===== src/hdl/rcfa_pkg.sv =====
// ----------------------------------------------------------------------------
// rcfa_pkg
// Shared sizes, codes and types of the reference-counted frame allocator.
// ----------------------------------------------------------------------------
`timescale 1ns / 1ps
`default_nettype none

package rcfa_pkg;

    localparam int MAX_FRAMES    = 1024;
    localparam int MAP_WORD_BITS = 32;
    localparam int REF_BITS      = 8;

    localparam int FRAME_W   = $clog2(MAX_FRAMES);
    localparam int COUNT_W   = FRAME_W + 1;
    localparam int BIT_W     = $clog2(MAP_WORD_BITS);
    localparam int WORD_W    = FRAME_W - BIT_W;
    localparam int MAP_WORDS = 1 << WORD_W;

    localparam int CMD_W      = 2;
    localparam int STATUS_W   = 2;
    localparam int APB_ADDR_W = 3;
    localparam int APB_DATA_W = 32;

    typedef logic [MAP_WORD_BITS-1:0] map_word_t;
    typedef logic [FRAME_W-1:0]       frame_t;
    typedef logic [COUNT_W-1:0]       count_t;
    typedef logic [REF_BITS-1:0]      ref_t;
    typedef logic [WORD_W-1:0]        word_idx_t;
    typedef logic [BIT_W-1:0]         bit_idx_t;
    typedef logic [CMD_W-1:0]         cmd_t;
    typedef logic [STATUS_W-1:0]      status_t;

    // effective frame range [lo, hi) and its size
    typedef struct packed {
        count_t hi;
        count_t lo;
        count_t span;
    } bounds_t;

    localparam ref_t REF_MAX = '1;

    localparam cmd_t CMD_ALLOC   = 2'd0;
    localparam cmd_t CMD_ADDREF  = 2'd1;
    localparam cmd_t CMD_RELEASE = 2'd2;

    localparam status_t ST_OK     = 2'd0;
    localparam status_t ST_NOFREE = 2'd1;
    localparam status_t ST_BAD    = 2'd2;
    localparam status_t ST_COUNT  = 2'd3;

    localparam logic REG_TOTAL    = 1'b0;
    localparam logic REG_RESERVED = 1'b1;

    localparam count_t TOTAL_RESET    = COUNT_W'(MAX_FRAMES);
    localparam count_t RESERVED_RESET = '0;

endpackage

`default_nettype wire


===== src/hdl/rcfa_regs.sv =====
// ----------------------------------------------------------------------------
// rcfa_regs
// APB register file for frame range; derives the effective allocatable range.
// ----------------------------------------------------------------------------
`timescale 1ns / 1ps
`default_nettype none

module rcfa_regs import rcfa_pkg::*; (
    input  logic                  clk,
    input  logic                  rst_n,
    input  logic                  psel,
    input  logic                  penable,
    input  logic                  pwrite,
    input  logic [APB_ADDR_W-1:0] paddr,
    input  logic [APB_DATA_W-1:0] pwdata,
    output logic [APB_DATA_W-1:0] prdata,
    output logic                  pready,
    output bounds_t               bounds
);

    count_t total_reg;
    count_t reserved_reg;
    logic   reg_sel;
    logic   wr_en;
    count_t hi;
    count_t lo;

    assign reg_sel = paddr[APB_ADDR_W-1];
    assign wr_en   = psel & penable & pwrite;
    assign pready  = 1'b1;

    always_ff @(posedge clk or negedge rst_n)
    begin
        if (!rst_n)
        begin
            total_reg    <= TOTAL_RESET;
            reserved_reg <= RESERVED_RESET;
        end
        else if (wr_en)
        begin
            if (reg_sel == REG_TOTAL)
            begin
                total_reg <= pwdata[COUNT_W-1:0];
            end
            else
            begin
                reserved_reg <= pwdata[COUNT_W-1:0];
            end
        end
    end

    always_comb
    begin
        if (reg_sel == REG_TOTAL)
        begin
            prdata = APB_DATA_W'(total_reg);
        end
        else
        begin
            prdata = APB_DATA_W'(reserved_reg);
        end
    end

    // oversized totals clamp to the physical frame count
    assign hi = (total_reg > COUNT_W'(MAX_FRAMES)) ? COUNT_W'(MAX_FRAMES) : total_reg;
    assign lo = (reserved_reg > hi) ? hi : reserved_reg;

    assign bounds.hi   = hi;
    assign bounds.lo   = lo;
    assign bounds.span = hi - lo;

endmodule

`default_nettype wire


===== config.mk =====
export PLATFORM = sky130hd
export DESIGN_NAME = rcfa_regs
export DESIGN_NICKNAME = d
export VERILOG_FILES = /design/src/hdl/rcfa_pkg.sv /design/src/hdl/rcfa_regs.sv
export SDC_FILE = /design/constraint.sdc
export NUM_CORES = 1
export LEC_CHECK = 0
export BUFFER_PORTS_ARGS = -buffer_cell sky130_fd_sc_hd__buf_2
export CAP_MARGIN = 20
export CELL_PAD_IN_SITES_DETAIL_PLACEMENT = 1
export CELL_PAD_IN_SITES_GLOBAL_PLACEMENT = 2
export CORE_ASPECT_RATIO = 0.75
export CORE_MARGIN = 2
export CORE_UTILIZATION = 29
export DETAILED_ROUTE_END_ITERATION = 16
export GPL_TIMING_DRIVEN = 0
export HOLD_SLACK_MARGIN = 0.12
export PLACE_DENSITY = 0.9
export SKIP_LAST_GASP = 1
export SLEW_MARGIN = 10
export SYNTH_ARGS = -nofsm -noshare
export SYNTH_HDL_FRONTEND = slang
export SYNTH_SLANG_ARGS = --single-unit
export TNS_END_PERCENT = 5

===== constraint.sdc =====
create_clock -name clk -period 11.53 [get_ports clk]
set_input_delay 2.306 -clock clk [delete_from_list [all_inputs] [get_ports clk]]
set_output_delay 2.306 -clock clk [all_outputs]
set_load 0.02 [all_outputs]

Word-level counts from Yosys, hierarchy flattened
Index checks and enable logic that the tools add are counted.
Word-level totals
  register bits: 22
  latch bits: 0
  memory bits (writable): 0
  bits in read-only memories: 0
  bits of input ports: 40
  output and inout bits: 66
  memories kept: 0
Cells by class
  add/subtract/negate cells: 1
  multiply operators: 0
  divide/modulo/power cells: 0
  $lt $le $gt $ge: 2
  equality and inequality tests: 0
  shift-type cells: 0
  multiplexer cells: 3
  bitwise gates (word level): 3
  reductions and logical operators: 2
Operators by type and width (count)
  $mux W11: 3
  $gt A11 B11 Y1: 1
  $gt A11 B11 Y1 const B: 1
  $sub A11 B11 Y11: 1
  $reduce_and A2 Y1: 2
  $and A1 B1 Y1: 2
  $not A1 Y1: 1

Logic depth before layout (Yosys ltp)
  word-level depth: 5
  gate-level depth with buffers: 19

Worst setup path before layout
No wires, ideal clock.
  path kind: register -> output
  from: reg total_reg[10]
  to: out bounds[10] in the netlist's numbering
  data arrival time: 4516 ps
  data required time: 9224 ps
  setup slack: 4708 ps
  cell stages (with the launch flop): 19
  buffers on the path: 2
  cell sequence: dfstp_2 -> buf_1 -> nor2b_1 -> inv_1 -> ha_1 -> nand4_1 -> a211oi_2 -> a2111oi_4 -> a41oi_4 -> buf_6 -> mux2i_1 -> ha_1 -> inv_1 -> fa_1 -> nand3_1 -> a21oi_1 -> and3b_1 -> o21ai_0 -> xor2_1
RTL lines
  start: declaration: RTL line rcfa_regs.sv:21  | count_t total_reg;
  start signal: assignment: RTL line rcfa_regs.sv:43  | total_reg <= pwdata[COUNT_W-1:0];
  end: declaration: RTL line rcfa_regs.sv:18  | output bounds_t bounds

==> impl_metrics.json <==
{
  "place.gp.congestion": 0.7629,
  "maxCapViolCount": 0,
  "synth_mux_area_share_pct": 26.39,
  "drive_above_1_share_pct": 44.00,
  "cts_buffers": 3,
  "synth_top_family_by_area": "multiplexers",
  "rsz0062_at_grt": "no",
  "synth-simple-area-share_pct": 9.931,
  "post_synth_fa_ha_maj_area_fraction_pct": 13.05,
  "comb_power_share_pct": 76.9,
  "final_max_slew_viol_count": 0,
  "initial_core_util_pct": 29.70,
  "setup_viol": 0,
  "yosysTopAreaCell": "dfrtp_1",
  "power_density_mw_per_mm2": 267.7,
  "synth_seq_cells": 22,
  "core_mm2": 0.007297,
  "crit_fanout": 10,
  "synth-compound-area-share_pct": 9.815,
  "rows": 27,
  "synth-xor-area-share_pct": 3.233,
  "syn2layout_area_growth_pct": 25.69,
  "die_height_um": 78.87,
  "arrival_ns": 4.85,
  "finalSetupTns_ns": 0,
  "cts.sinks": 22,
  "max-clock-path-buffers": 2,
  "synth_top_cell_area_share_pct": 24.25,
  "synth_edf_count": 0,
  "tightest_slew_ns": 0.6330,
  "power_leakage_nw": 1.382,
  "switching_share_pct": 51.76,
  "fillers": 902,
  "cts.reportedPaths.clkPinSlew_ns": 0.08,
  "clk_latency_ns": 0.25,
  "worstPathRequired_ns": 9.22,
  "netlist_top_cells_area": "dfrtp_1 24%, mux2_2 21%, ha_1 12%",
  "ios": 106,
  "drtPass1Iterations": 4,
  "syn_avg_cell_area_um2": 10.03,
  "antenna_cells": 0,
  "dieArea_mm2": 0.008187,
  "fin_crit_sh_pct": 62.03,
  "wl_per_cell_um": 13.79,
  "hold_slack_ns": 0.5239,
  "cts_max_level": 1,
  "nets": 363,
  "cts-hold-fix-buffers": 0,
  "die_x_um": 103.8,
  "ant_nets": 0,
  "hold_path_class": "flop to flop",
  "fmax_ghz": 0.1398,
  "overflow": 0,
  "switchingPower_w": 0.0003774,
  "synth_common_cells": "40 x mux2_2, 22 x buf_4, 21 x dfrtp_1, 21 x ha_1, 16 x inv_1",
  "fin_worst_skew_ns": 0,
  "endpoint_kind": "output port",
  "yosysMostFrequentCell": "mux2_2",
  "cp-start-kind": "flop",
  "power_frac_clock_pct": 7.4,
  "drcViolationCount": 0,
  "cts.repair.resized": 0,
  "postSynthCellCount": 216,
  "synth_cell_types": 37,
  "synth_warnings": 0,
  "min_period_ns": 7.152,
  "port_buffers": 60,
  "syn_area_mm2": 0.002167,
  "peakVddDrop_mv": 0.08008,
  "viasPerCell": 4.464,
  "cts_tree": "done",
  "root_buffer": "clkbuf_8",
  "grt_max_degree": 23,
  "cts_setup_buffers": 0,
  "p_int_w": 0.0003517,
  "async_flop_share_pct": 100.0,
  "yosysSeqAreaShare_pct": 25.46,
  "grt_pass1_vias": 1938,
  "drt-initial-drc-count": 40,
  "grt_use_total_pct": 13.88,
  "hold_viol": 0,
  "seq_power_share_pct": 15.7,
  "place_hpwl_um": 4658,
  "synth-main-ff-cell": "dfrtp_1",
  "outcome": "finished clean",
  "slew_headroom_pct": 57.80,
  "grt_first_pass_wirelength_um": 9418,
  "wirelength_um": 5531,
  "crit_type": "flop to output port",
  "grt_antenna_before_repair": 0,
  "vias": 1790
}
==> final timing paths <==
path,from,end,slack [ns],depth (start not counted)
worst max-delay path,total_reg[10],bounds[9],4.38,16
worst min-delay path,total_reg[6],total_reg[6],0.52,1
worst max register to register,total_reg[10],total_reg[10],10.30,2
worst min register to register,total_reg[6],total_reg[6],0.52,1
max in group asynchronous,rst_n,total_reg[10],9.16,1
min in group asynchronous,rst_n,total_reg[7],2.00,1
==> layer usage <==
| layer | part of all wire [%] | wire [um] | global-route usage (%) | up-vias |
|---|---|---|---|---|
| met4 | 0.76 | 42 | 2.973 | 0 |
| met3 | 3.1 | 173 | 1.478 | 6 |
| li1 | - | - | - | 891 |
| met1 | 48 | 2650 | 18.11 | 850 |
| met5 | 0 | 0 | 0 | - |
| met2 | 48 | 2664 | 25.00 | 43 |
==> cells by family after synthesis <==
logic type,Yosys count
muxes,52
AOI/OAI and AO/OA,28
DFF,22
buffers and inverters,44
and+or+nand+nor,38
xor gates and xnor gates,8
other,2
adders and majority gates,22
==> layout make-up <==
cell class,instances,area [um^2],share of cell area [%]
multi-input cells,170,1435,52.69
flip-flops and latches,22,551.8,20.26
repair buffers,60,300.3,11.02
plain buffers,28,195.2,7.166
well taps,101,126.4,4.639
inverters,16,60.06,2.205
clock buffers,4,55.05,2.021
==> cells in the final DEF, fill, tap and decap left out, types with 2 or more instances in the layout <==
master,count
dfrtp_1,21
nand4_1,5
ha_1,21
buf_2,60
o21ai_0,6
nand3_1,2
xnor2_1,3
a21oi_1,11
nand4b_1,2
buf_4,22
nor2b_1,13
conb_1,22
mux2_2,40
a211oi_1,2
a21o_1,2
mux2i_1,11
clkbuf_1,3
clkbuf_8,4
inv_1,16
xor2_1,5
nor2_1,3
buf_1,2
nand2_1,8
==> per-stage QoR <==
stage / total power, W / util (%) / std cells / instance area, um^2 / setup slack [ns]
after CTS: 0.0007401 / 37.33 / 401 / 2724 / 4.307
after global placement: 0.0006727 / 36.57 / 397 / 2669 / 4.657
after detailed placement: 0.0006841 / 36.57 / 397 / 2669 / 4.598
final: 0.0007292 / 37.33 / 401 / 2724 / 4.378
after floorplan: 0.0005309 / - / 236 / 2242 / 4.708
after global routing: 0.0007989 / 37.33 / 401 / 2724 / 3.922
==> power groups by stage <==
| stage | registers [W] | clock network (W) | logic (W) |
|---|---|---|---|
| global route | 0.000118 | 0.0000594 | 0.000622 |
| detailed placement | 0.000116 | 0 | 0.000568 |
| finish | 0.000114 | 0.0000540 | 0.000561 |
| floorplan | 0.000107 | 0 | 0.000424 |
| CTS | 0.000114 | 0.0000554 | 0.000570 |
| global placement | 0.000114 | 0 | 0.000558 |
==> worst max-delay path: stages, from the launching register on <==
cell       delay, ns
dfstp_2         0.55
buf_1           0.38
inv_1           0.17
ha_1            0.34
nand4_1         0.20
a211oi_2        0.32
a2111oi_4       0.11
a41oi_4         0.40
buf_6           0.24
mux2i_1         0.33
ha_1            0.28
nor2b_1         0.14
o31a_1          0.25
o21ai_0         0.29
nor2b_1         0.24
o311ai_0        0.14
buf_2           0.19
Power figures use the tool's default switching activity.
